===== src/design/osaa_pkg.sv =====
// Shared types, codes and constants for the overhang support area accumulator.
// Used by the controller, the datapath and the top level; no dependencies.
`timescale 1ns / 1ps
`default_nettype none

package osaa_pkg;

    localparam int DEF_COORD_BITS = 24;

    localparam int NORM_W  = 16;
    localparam int COEF_W  = 16;
    localparam int THR_W   = 15;
    localparam int AREA_W  = 52;
    localparam int TOTAL_W = 63;
    localparam int OUT_W   = 120;   // area + total, padded to whole bytes
    localparam int CFG_IDX_W  = 8;
    localparam int CFG_DATA_W = 16;

    // Multiplier and accumulator widths
    localparam int MOP_W   = 35;
    localparam int PROD_W  = 2 * MOP_W;
    localparam int CROSS_W = 68;
    localparam int HALF_W  = 34;
    localparam int SUMSQ_W = 136;
    localparam int ROOT_W  = 53;
    localparam int REM_W   = 56;
    localparam int SQRT_STEPS = ROOT_W;
    localparam int LIMIT_BIT  = 106;

    // Configuration register indexes
    localparam logic [CFG_IDX_W-1:0] REG_TILT_X = 8'd0;
    localparam logic [CFG_IDX_W-1:0] REG_TILT_Y = 8'd1;
    localparam logic [CFG_IDX_W-1:0] REG_TILT_Z = 8'd2;
    localparam logic [CFG_IDX_W-1:0] REG_THRESH = 8'd3;

    localparam logic signed [COEF_W-1:0] TILT_X_RST = 16'sd0;
    localparam logic signed [COEF_W-1:0] TILT_Y_RST = 16'sd0;
    localparam logic signed [COEF_W-1:0] TILT_Z_RST = 16'sd32767;
    localparam logic [THR_W-1:0]         THRESH_RST = 15'd23170;

    // Multiply operation codes
    localparam int OP_W = 5;
    localparam logic [OP_W-1:0] OP_TZ_X   = 5'd0;
    localparam logic [OP_W-1:0] OP_TZ_Y   = 5'd1;
    localparam logic [OP_W-1:0] OP_TZ_Z   = 5'd2;
    localparam logic [OP_W-1:0] OP_CX_P   = 5'd3;
    localparam logic [OP_W-1:0] OP_CX_N   = 5'd4;
    localparam logic [OP_W-1:0] OP_CY_P   = 5'd5;
    localparam logic [OP_W-1:0] OP_CY_N   = 5'd6;
    localparam logic [OP_W-1:0] OP_CZ_P   = 5'd7;
    localparam logic [OP_W-1:0] OP_CZ_N   = 5'd8;
    localparam logic [OP_W-1:0] OP_SQX_LL = 5'd9;
    localparam logic [OP_W-1:0] OP_SQX_HL = 5'd10;
    localparam logic [OP_W-1:0] OP_SQX_HH = 5'd11;
    localparam logic [OP_W-1:0] OP_SQY_LL = 5'd12;
    localparam logic [OP_W-1:0] OP_SQY_HL = 5'd13;
    localparam logic [OP_W-1:0] OP_SQY_HH = 5'd14;
    localparam logic [OP_W-1:0] OP_SQZ_LL = 5'd15;
    localparam logic [OP_W-1:0] OP_SQZ_HL = 5'd16;
    localparam logic [OP_W-1:0] OP_SQZ_HH = 5'd17;
    localparam logic [OP_W-1:0] OP_SQ_BASE = OP_SQX_LL;
    localparam int OPS_PER_PHASE = 9;

    typedef struct packed {
        logic            load;
        logic            mul_en;
        logic [OP_W-1:0] op;
        logic            abs_en;
        logic            sqrt_init;
        logic            sqrt_step;
        logic            finish;
    } osaa_cmd_t;

    typedef struct packed {
        logic out_busy;
    } osaa_status_t;

endpackage

`default_nettype wire


===== src/design/osaa_ctrl.sv =====
// Controller for the overhang support area accumulator: sequences the
// multiply phases, the square root and the result write. Uses osaa_pkg.
`timescale 1ns / 1ps
`default_nettype none

module osaa_ctrl
(
    input  wire                    clk,
    input  wire                    rst_n,
    input  wire                    in_valid,
    output logic                   in_ready,
    input  osaa_pkg::osaa_status_t status,
    output osaa_pkg::osaa_cmd_t    cmd
);
    import osaa_pkg::*;

    localparam logic [3:0] S_IDLE = 4'd0;
    localparam logic [3:0] S_MUL1 = 4'd1;
    localparam logic [3:0] S_DRN1 = 4'd2;
    localparam logic [3:0] S_ABS  = 4'd3;
    localparam logic [3:0] S_MUL2 = 4'd4;
    localparam logic [3:0] S_DRN2 = 4'd5;
    localparam logic [3:0] S_SQI  = 4'd6;
    localparam logic [3:0] S_SQRT = 4'd7;
    localparam logic [3:0] S_DONE = 4'd8;

    localparam logic [5:0] LAST_OP   = 6'(OPS_PER_PHASE - 1);
    localparam logic [5:0] LAST_SQRT = 6'(SQRT_STEPS - 1);

    logic [3:0] state_reg, state_next;
    logic [5:0] cnt_reg, cnt_next;

    // Advance state and step counter, and drive the commands and in_ready
    always_comb
    begin
        state_next = state_reg;
        cnt_next   = cnt_reg;
        cmd        = '0;
        in_ready   = 1'b0;
        case (state_reg)
            S_IDLE:
            begin
                in_ready = 1'b1;
                if (in_valid)
                begin
                    cmd.load   = 1'b1;
                    cnt_next   = '0;
                    state_next = S_MUL1;
                end
            end
            S_MUL1:
            begin
                cmd.mul_en = 1'b1;
                cmd.op     = cnt_reg[OP_W-1:0];
                cnt_next   = cnt_reg + 6'd1;
                if (cnt_reg == LAST_OP)
                    state_next = S_DRN1;
            end
            S_DRN1:
                state_next = S_ABS;
            S_ABS:
            begin
                cmd.abs_en = 1'b1;
                cnt_next   = '0;
                state_next = S_MUL2;
            end
            S_MUL2:
            begin
                cmd.mul_en = 1'b1;
                cmd.op     = OP_SQ_BASE + cnt_reg[OP_W-1:0];
                cnt_next   = cnt_reg + 6'd1;
                if (cnt_reg == LAST_OP)
                    state_next = S_DRN2;
            end
            S_DRN2:
                state_next = S_SQI;
            S_SQI:
            begin
                cmd.sqrt_init = 1'b1;
                cnt_next      = '0;
                state_next    = S_SQRT;
            end
            S_SQRT:
            begin
                cmd.sqrt_step = 1'b1;
                cnt_next      = cnt_reg + 6'd1;
                if (cnt_reg == LAST_SQRT)
                    state_next = S_DONE;
            end
            S_DONE:
            begin
                if (!status.out_busy)
                begin
                    cmd.finish = 1'b1;
                    state_next = S_IDLE;
                end
            end
            default:
                state_next = S_IDLE;
        endcase
    end

    always_ff @(posedge clk or negedge rst_n)
    begin
        if (!rst_n)
        begin
            state_reg <= S_IDLE;
            cnt_reg   <= '0;
        end
        else
        begin
            state_reg <= state_next;
            cnt_reg   <= cnt_next;
        end
    end

endmodule

`default_nettype wire


===== config.mk =====
export PLATFORM = sky130hd
export DESIGN_NAME = osaa_ctrl
export DESIGN_NICKNAME = d
export VERILOG_FILES = /design/src/design/osaa_pkg.sv /design/src/design/osaa_ctrl.sv
export SDC_FILE = /design/constraint.sdc
export NUM_CORES = 1
export LEC_CHECK = 0
export BUFFER_PORTS_ARGS = -buffer_cell sky130_fd_sc_hd__buf_2
export CAP_MARGIN = 5
export CORE_UTILIZATION = 51
export CTS_BUF_LIST = sky130_fd_sc_hd__clkbuf_4 sky130_fd_sc_hd__clkbuf_8
export CTS_CLUSTER_DIAMETER = 200
export DETAILED_ROUTE_END_ITERATION = 8
export PLACE_DENSITY_LB_ADDON = 0.2
export SLEW_MARGIN = 20
export SYNTH_ARGS = -nofsm -noshare
export SYNTH_HDL_FRONTEND = slang
export SYNTH_SLANG_ARGS = --single-unit

===== constraint.sdc =====
create_clock -name clk -period 1.41 [get_ports clk]
set_clock_uncertainty 0.1 [all_clocks]
set_input_delay 0.0705 -clock clk [delete_from_list [all_inputs] [get_ports clk]]
set_output_delay 0.0705 -clock clk [all_outputs]
set_load 0.1 [all_outputs]

==> results.py, run 1 <==
metrics = {
    "outcome": {
        "outcome": "stopped before the end",
        "lastStage": "clock tree synthesis",
        "tool.error": "[ERROR DPL-0038] Utilization greater than 100%, impossible to legalize",
    },
    "synthesis": {
        "ys_ff_latch": 10,
        "synth_area_leaders": "dfrtp_1, nor2_1, buf_6, nand2b_1, a22oi_1",
        "synth_cell_types": 42,
        "syn-num-nets": 105,
        "ys.flop_type": "dfrtp_1",
        "yosys_warnings": 0,
        "syn_area_um2": 833,
        "synthCells": 99,
        "syn_area_per_cell_um2": 8.42,
        "synth_edf_count": 0,
        "seq_area_frac_synth": 0.300,
        "ys_async_sr_fraction": 1.00,
        "yosys.area.top_type_share": 0.300,
        "yosysTopAreaCell": "dfrtp_1",
    },
    "clock_network": {
        "clockBufferDepth": 2,
        "cts_setup_buffers": 19,
        "ctsHoldBuffers": 1,
        "cts-root-buf": "clkbuf_4",
        "numClockSinks": 10,
        "numCtsBuffers": 3,
        "htree_levels": 1,
        "post_cts_resize_count": 32,
    },
    "die": {
        "die_h_um": 42.4,
        "start_util": 0.547,
        "pin_count": 16,
        "placementRows": 14,
        "fp.dieW_um": 42.4,
    },
    "place": {
        "io_buffers": 15,
        "place_congestion": 0.840,
        "post-place-ws_ns": -0.242,
        "hpwlAfterDp_um": 1970,
    },
}
==> stage by stage <==
step            util  hold slack (ns)  std cells  area, um^2
2_1_floorplan      -           -0.325         99        1040
3_3_place_gp   0.916           -0.167        147        1400
3_5_place_dp   0.916           -0.166        147        1400
==> synth_stat cells (all sizes together) (2+ instances only) <==
cell    number
a21oi        5
a22oi        4
a31oi        4
and3         3
buf          6
clkbuf       4
dfrtp       10
ha           2
inv          4
nand2        4
nand2b       5
nand3        3
nand4b       2
nor2        12
nor2b        5
nor3         2
nor4b        2
o21ai        2
xnor2        2
==> logic make-up after synthesis <==
| kind of cell | Yosys count | synth area share |
|---|---|---|
| simple gates | 45 | 0.309 |
| buf+inv | 14 | 0.110 |
| mux | 1 | 0.0120 |
| fa+ha+maj | 2 | 0.0300 |
| xor+xnor | 3 | 0.0315 |
| flops | 10 | 0.300 |
| compound gates | 24 | 0.207 |
==> run 2, diff against run 1 <==
- CORE_AREA: unset -> 2 2 63 65
- CORE_UTILIZATION: 51 -> unset
- CTS_BUF_LIST: sky130_fd_sc_hd__clkbuf_4 sky130_fd_sc_hd__clkbuf_8 -> unset
- CTS_CLUSTER_DIAMETER: 200 -> unset
- DIE_AREA: unset -> 0 0 65 67
- PLACE_DENSITY_LB_ADDON: 0.2 -> 0.15
- clock period: 1.41 -> 1.8 ns (I/O delays scaled with it)
==> results.py, run 2 <==
metrics = {
    "outcome": {
        "outcome": "finished, final reports clean",
    },
    "routing": {
        "ant_nets": 0,
        "vias": 791,
        "wire_per_inst_um": 12.4,
        "drtIter0Drc": 14,
        "drc": 0,
        "dr.pass1.iters": 4,
        "wl_um": 2030,
        "routed_via_density": 4.82,
    },
    "timing": {
        "hold_viol": 0,
        "maxSlewHeadroom": 0.741,
        "timing.hold.ws_ns": 0.0822,
        "setup_ws_ns": 0.0653,
        "worst_slew_pin_slew_ns": 0.384,
        "maxSlewViolCount": 0,
        "rsz0062_at_grt": "true",
        "period_needed_ns": 1.73,
        "post-route-period-util": 0.964,
        "setup_viol": 0,
        "fmax_mhz": 576,
    },
    "worst_setup_path": {
        "arrival_ns": 1.54,
        "cp-end-kind": "output pin",
        "reg2reg_depth": 5,
        "worstSetupPathType": "reg -> out",
        "worstSetupStartpointType": "flop",
        "rr_startpoint": "state_reg[0]",
        "crit_start": "cnt_reg[1]",
        "path_max_fanout": 6,
        "cp.required_ns": 1.61,
    },
    "global_route": {
        "grt_pass1_wl_um": 3440,
        "grt_pass1_vias": 745,
        "grt_usage": 0.101,
        "grt_max_degree": 14,
        "antenna_found_initial": 0,
        "grt-ovfl-total": 0,
    },
    "synthesis": {
        "syn-num-nets": 105,
        "synthMuxAreaShare": 0.0120,
        "synthCells": 99,
        "synth-compound-area-share": 0.207,
        "synth_edf_count": 0,
        "ys.flop_type": "dfrtp_1",
        "synth_fa_ha_area_frac": 0.0300,
        "synth_most_common_cell": "nor2_1",
        "ys_async_sr_fraction": 1.00,
        "synth_top_family_by_area": "simple AND/OR/NAND/NOR gates",
        "syn_area_um2": 833,
        "syn_area_per_cell_um2": 8.42,
        "yosys_warnings": 0,
        "synth_area_leaders": "dfrtp_1, nor2_1, buf_6, nand2b_1, a22oi_1",
        "yosysTopAreaCell": "dfrtp_1",
        "synth_simple_gate_area_share": 0.309,
        "ys_ff_latch": 10,
        "synth_cell_types": 42,
        "synthXorXnorAreaFrac": 0.0315,
        "yosys.area.top_type_share": 0.300,
        "yosys-top-cells-count": "nor2_1, dfrtp_1, a21oi_1, nand2b_1",
        "seq_area_frac_synth": 0.300,
    },
    "final_layout": {
        "largest_reg_flops": 6,
        "fillers": 378,
        "drive_gt1_frac": 0.448,
        "multi_input_area_um2": 608,
        "mostFrequentLayoutCells": "buf_12, dfrtp_1, buf_4",
        "nets": 123,
        "fin_cells": 164,
        "area_growth_pct": 57.2,
        "seqCellArea_um2": 254,
        "num_antenna_cells": 0,
        "final_common_cell": "buf_12",
    },
    "clock_network": {
        "insertion_delay_ns": 0.23,
        "clockBufferDepth": 2,
        "numClockSinks": 10,
        "cts_tree": "done",
        "numCtsBuffers": 3,
        "clk_pin_slew_ns": 0.05,
        "cts-root-buf": "clkbuf_8",
        "htree_levels": 1,
    },
    "die": {
        "core_um2": 3610,
        "fp.dieW_um": 65,
        "pin_count": 16,
        "die_h_um": 67,
        "placementRows": 22,
        "die_area_um2": 4360,
        "start_util": 0.231,
    },
    "min_path": {
        "hp-class": "in -> reg",
        "hold_path_startpoint": "status",
        "hold-path-cell-count": 3,
    },
    "pwr": {
        "p_per_area_nw_per_um2": 1600,
        "vdd_ir_drop_max_v": 0.000727,
        "p_leak_uw": 0.000508,
    },
    "place": {
        "placed_cells": 158,
        "hpwlAfterDp_um": 1590,
        "post-place-ws_ns": 0.119,
        "io_buffers": 15,
        "place_congestion": 0.759,
    },
    "run": {
        "cap_violations": 0,
    },
}
==> run 2: final cells by class <==
| cell class | instances | share of cell area |
|---|---|---|
| flip-flops and latches | 10 | 0.194 |
| well taps | 48 | 0.0458 |
| multi-input cells | 75 | 0.464 |
| repair buffers | 23 | 0.243 |
| inverters | 4 | 0.0115 |
| clock buffers | 4 | 0.0420 |
==> run 2: cell families after synthesis <==
kind of cell,count (synthesis)
and+or+nand+nor,45
AOI/OAI and AO/OA,24
buffers and inverters,14
DFF,10
xor gates and xnor gates,3
adders and majority gates,2
muxes,1
==> run 2: metal layers <==
metal / global-route usage / vias up / wire length [um]
met5: 0 / - / 0
met4: 0.0106 / 0 / 0
met3: 0.0389 / 0 / 109
met2: 0.180 / 16 / 1050
met1: 0.117 / 379 / 878
li1: - / 396 / -
==> run 2: power by group <==
group / leakage [uW] / internal (uW) / switching, uW
Clock: 0.0000288 / 192 / 88.5
Combinational: 0.000361 / 547 / 855
Sequential: 0.000119 / 295 / 120
Total: 0.000508 / 1030 / 1060
==> run 2: path summary, 6_finish.rpt <==
| path | to | slack (ns) |
|---|---|---|
| setup / recovery | cmd[8] | 0.07 |
| hold / removal | state_reg[3] | 0.08 |
| setup reg to reg | cnt_reg[5] | 0.14 |
| hold reg to reg | cnt_reg[0] | 0.42 |
| max in group asynchronous | cnt_reg[0] | 1.25 |
| min in group asynchronous | cnt_reg[5] | 0.14 |
==> run 2: per-stage QoR <==
stage | total power (uW) | cell area, um^2 | utilization | setup TNS, ns
after floorplan | 1410 | 937 | - | -1.10
after global placement | 1740 | 1190 | 0.331 | 0
after detailed placement | 1750 | 1190 | 0.331 | 0
after CTS | 2070 | 1270 | 0.353 | -0.00503
after global routing | 2230 | 1310 | 0.363 | -0.0624
final | 2100 | 1310 | 0.363 | 0
==> run 2: repair_timing <==
action | 4_1_cts | 5_1_grt
hold buffers | 1 | 0
endpoints found under the hold margin | 10 | 0
buffers inserted | 0 | 1
setup endpoints to repair | 2 | 6
pin swaps | 0 | 1
gates resized for setup | 4 | 9
==> run 2: critical path, stage by stage, from the launching register on <==
cell and delay [ns]:
dfrtp_2 0.44, ha_4 0.19, a21oi_2 0.15, xnor2_1 0.14, a22oi_2 0.09, nor2_4 0.12
buf_12 0.18
No activity file was read; power rests on OpenSTA's default activity.
==> run 3, diff against run 2 <==
- CORE_AREA: 2 2 63 65 -> 3 3 64 66
- DIE_AREA: 0 0 65 67 -> 0 0 67 69
==> results.py, run 3 (synthesis gave the netlist of run 2 again) <==
metrics = {
    "timing": {
        "post-route-period-util": 0.978,
        "maxSlewHeadroom": 0.748,
        "setup_viol": 0,
        "rsz0062_at_grt": "true",
        "worst_slew_pin_slew_ns": 0.374,
        "setup_ws_ns": 0.0394,
        "hold_viol": 0,
        "maxSlewViolCount": 0,
        "timing.hold.ws_ns": 0.0984,
        "period_needed_ns": 1.76,
        "setup_tns_ns": 0,
        "fmax_mhz": 568,
    },
    "worst_setup_path": {
        "worstSetupStartpointType": "flop",
        "crit_cells": 6,
        "arrival_ns": 1.57,
        "reg2reg_depth": 5,
        "crit_start": "cnt_reg[0]",
        "cp_top_family": "flip-flops",
        "critPathMaxStageDelay_ns": 0.44,
        "slowest_stage": "dfrtp_2",
        "path_cells": "ha_4 -> a21oi_2 -> xnor2_1 -> a22oi_2 -> nor2_4 -> buf_12",
        "crit_buf_inv": 1,
        "cp-end-kind": "output pin",
        "crit_end": "cmd[8]",
        "reg2reg_to": "cnt_reg[3]",
        "rr_startpoint": "state_reg[0]",
        "r2r_slack_ns": 0.09,
        "cp.required_ns": 1.61,
        "worstSetupPathType": "reg -> out",
        "path_max_fanout": 6,
    },
    "global_route": {
        "grt_max_degree": 11,
        "antenna_found_initial": 0,
        "grt_pass1_vias": 820,
        "grt_pass1_wl_um": 3960,
        "grt_usage": 0.108,
        "grt-ovfl-total": 0,
    },
    "clock_network": {
        "clk_pin_slew_ns": 0.05,
        "cts-root-buf": "clkbuf_8",
        "clockBufferDepth": 2,
        "htree_levels": 1,
        "cts_tree": "done",
        "numClockSinks": 10,
        "insertion_delay_ns": 0.24,
        "numCtsBuffers": 3,
    },
    "final_layout": {
        "fillers": 377,
        "final_common_cell": "buf_12",
        "mostFrequentLayoutCells": "buf_12, buf_4, nor2_1, dfrtp_2",
        "fin_cells": 165,
        "seqCellArea_um2": 258,
        "num_antenna_cells": 0,
        "finalInstanceArea_um2": 1320,
        "area_growth_pct": 58.1,
        "nets": 125,
        "drive_gt1_frac": 0.462,
        "largest_reg_flops": 6,
        "multi_input_area_um2": 611,
    },
    "place": {
        "place_congestion": 0.775,
        "hpwlAfterDp_um": 1690,
        "placed_cells": 160,
        "io_buffers": 15,
        "placed_cell_area_um2": 1210,
        "post-place-ws_ns": 0.113,
    },
    "outcome": {
        "outcome": "finished, final reports clean",
    },
    "die": {
        "die_area_um2": 4620,
        "core_um2": 3630,
        "fp.dieW_um": 67,
        "die_h_um": 69,
        "placementRows": 22,
        "start_util": 0.229,
        "pin_count": 16,
    },
    "pwr": {
        "vdd_ir_drop_max_v": 0.000557,
        "p_leak_uw": 0.000514,
        "p_per_area_nw_per_um2": 1580,
    },
    "routing": {
        "drtIter0Drc": 42,
        "vias": 813,
        "dr.pass1.iters": 4,
        "wl_um": 2280,
        "drc": 0,
        "ant_nets": 0,
        "wire_per_inst_um": 13.8,
        "routed_via_density": 4.93,
    },
    "min_path": {
        "hp-class": "in -> reg",
    },
    "run": {
        "cap_violations": 0,
    },
}
-- run 3: cell count changes in the layout (fill, tap and decap cells not counted) --
cell      delta
buf_4        +2
nor2b_1      +1
nor2b_2      -2
clkbuf_8     -1
a31o_2       -1
nor2b_4      +1
a31o_1       +1
dfrtp_1      -3
dfrtp_2      +3
-- run 3: worst min path at each step --
stage | startpoint | end | slack [ns] | cells after the start
floorplan | rst_n | cnt_reg[0] | -0.31 | 0
global placement | rst_n | cnt_reg[1] | -0.13 | 1
detailed placement | rst_n | cnt_reg[1] | -0.12 | 1
CTS | status | state_reg[3] | 0.11 | 3
global route | status | state_reg[3] | 0.13 | 3
finish | status | state_reg[3] | 0.1 | 3
-- run 3: report_power, final --
group          leakage, uW  switching, uW  internal (uW)
sequential        0.000116            139            297
combinational     0.000376            858            550
clock            0.0000216           84.5            146
-- run 3: final cells by class --
cell class                      instances  share of cell area
Clock buffer                            3              0.0313
Inverter                                4              0.0114
Multi-Input combinational cell         75               0.463
Sequential cell                        10               0.196
Tap cell                               48              0.0456
Timing Repair Buffer                   25               0.253
-- run 3: worst register-to-register path, stage by stage, from the launching register on --
cell and delay [ns]:
dfrtp_2 0.47, nor4b_1 0.31, a31o_1 0.31, buf_4 0.18
nand2b_1 0.05, a31oi_1 0.18
-- run 3: routing by layer --
metal	track usage	share of wire	routed length [um]
met1	0.130	0.42	964
met2	0.182	0.52	1180
met3	0.0391	0.047	107
met4	0.0225	0.010	23
met5	0	0	0
-- run 3: metrics by stage --
step | power, uW | utilization
after floorplan | 1410 | -
after global placement | 1760 | 0.333
after detailed placement | 1760 | 0.333
after CTS | 2050 | 0.352
after global routing | 2230 | 0.363
final | 2080 | 0.363
-- run 3: what timing repair did --
item / in CTS / in global routing
endpoints found under the hold margin: 10 / 0
setup endpoints to repair: 7 / 7
gates cloned: 0 / 0
setup buffers: 0 / 1
gates resized for setup: 7 / 8
pin swaps: 2 / 1
hold buffers: 1 / 0
==> run 4, diff against run 3 <==
- PLACE_DENSITY_LB_ADDON: 0.15 -> unset
==> results.py, run 4 (synthesis gave the netlist of run 2 again) <==
metrics = {
    "outcome": {
        "outcome": "finished, final reports clean",
    },
    "routing": {
        "ant_nets": 0,
        "vias": 786,
        "wl_um": 2060,
        "routed_via_density": 4.79,
        "drc": 0,
        "wire_per_inst_um": 12.5,
        "drtIter0Drc": 54,
        "dr.pass1.iters": 4,
    },
    "final_layout": {
        "nets": 124,
        "multi_input_area_um2": 608,
        "final_common_cell": "buf_12",
        "largest_reg_flops": 6,
        "area_growth_pct": 58.0,
        "mostFrequentLayoutCells": "buf_12, dfrtp_1, buf_4",
        "seqCellArea_um2": 254,
        "drive_gt1_frac": 0.431,
        "fillers": 378,
        "num_antenna_cells": 0,
    },
    "worst_setup_path": {
        "worstSetupPathType": "reg -> out",
        "cp.required_ns": 1.61,
        "arrival_ns": 1.59,
        "r2r_slack_ns": 0.15,
        "reg2reg_to": "cnt_reg[2]",
        "worstSetupStartpointType": "flop",
        "cp-end-kind": "output pin",
        "reg2reg_depth": 5,
        "rr_startpoint": "state_reg[0]",
        "path_max_fanout": 6,
    },
    "clock_network": {
        "numClockSinks": 10,
        "cts-root-buf": "clkbuf_8",
        "clockBufferDepth": 2,
        "numCtsBuffers": 3,
        "cts_tree": "done",
        "insertion_delay_ns": 0.24,
        "htree_levels": 1,
        "clk_pin_slew_ns": 0.05,
    },
    "timing": {
        "worst_slew_pin_slew_ns": 0.350,
        "fmax_mhz": 563,
        "setup_ws_ns": 0.0223,
        "maxSlewViolCount": 0,
        "period_needed_ns": 1.78,
        "setup_viol": 0,
        "maxSlewHeadroom": 0.763,
        "post-route-period-util": 0.988,
        "rsz0062_at_grt": "true",
        "setup_tns_ns": 0,
        "hold_viol": 0,
    },
    "die": {
        "die_area_um2": 4620,
        "placementRows": 22,
        "core_um2": 3630,
        "pin_count": 16,
        "fp.dieW_um": 67,
        "start_util": 0.229,
        "die_h_um": 69,
    },
    "run": {
        "cap_violations": 0,
    },
    "place": {
        "place_congestion": 0.803,
        "post-place-ws_ns": 0.123,
        "hpwlAfterDp_um": 1520,
        "io_buffers": 15,
    },
    "min_path": {
        "hp-class": "in -> reg",
        "hold-path-cell-count": 3,
        "holdPathEnd": "state_reg[3]",
        "hold_path_startpoint": "status",
    },
    "pwr": {
        "p_per_area_nw_per_um2": 1580,
        "vdd_ir_drop_max_v": 0.000588,
        "p_leak_uw": 0.000515,
    },
    "global_route": {
        "antenna_found_initial": 0,
        "grt_pass1_wl_um": 3370,
        "grt_max_degree": 11,
        "grt-ovfl-total": 0,
        "grt_pass1_vias": 728,
        "grt_usage": 0.0926,
    },
}
[run 4: worst max-delay path by stage]
stage | cells past startpoint | to | start | slack [ns]
after floorplan | 3 | cmd[10] | state_reg[3] | -0.57
final | 6 | cmd[8] | cnt_reg[0] | 0.02
after global routing | 6 | cmd[8] | cnt_reg[0] | -0.06
after global placement | 6 | cmd[8] | cnt_reg[0] | 0.16
after detailed placement | 6 | cmd[8] | cnt_reg[0] | 0.12
after CTS | 4 | cmd[10] | state_reg[1] | -0.0005
[run 4: layout make-up]
class                   count  area share
inverters                   4      0.0114
clock buffers               3      0.0314
flip-flops and latches     10       0.193
well taps                  48      0.0456
repair buffers             24       0.257
multi-input cells          75       0.462
[run 4: repair_timing]
| item | 4_1_cts | 5_1_grt |
|---|---|---|
| pin swaps | 0 | 1 |
| resized for setup | 8 | 4 |
| setup buffers | 0 | 3 |
| endpoints found under the hold margin | 10 | 0 |
| hold buffers | 1 | 0 |
| endpoints found under the setup margin | 6 | 6 |
[run 4: through the flow]
| stage | util | total power (uW) | cell area, um^2 | hold slack [ns] | cells |
|---|---|---|---|---|---|
| detailed placement | 0.327 | 1730 | 1190 | -0.127 | 157 |
| finish | 0.362 | 2080 | 1320 | 0.0689 | 164 |
| CTS | 0.348 | 2020 | 1270 | 0.0646 | 161 |
| global placement | 0.327 | 1710 | 1190 | -0.131 | 157 |
| floorplan | - | 1410 | 937 | -0.306 | 99 |
| global route | 0.362 | 2210 | 1320 | 0.0868 | 164 |
[run 4: critical path, stage by stage, from the launching register on]
cell and delay, ns:
dfrtp_2 0.44, ha_4 0.20, a21oi_2 0.16, xnor2_1 0.16, a22oi_2 0.10, nor2_4 0.12
buf_12 0.18
[run 4: per-layer routing]
metal  share of wire  GRT usage
met1            0.43      0.114
met2            0.52      0.151
met3           0.044     0.0342
met4          0.0068     0.0225
met5               0          0
[run 4: where the power goes]
part           switching (uW)  internal [uW]
clock network            86.6            146
logic                     854            573
registers                 123            293
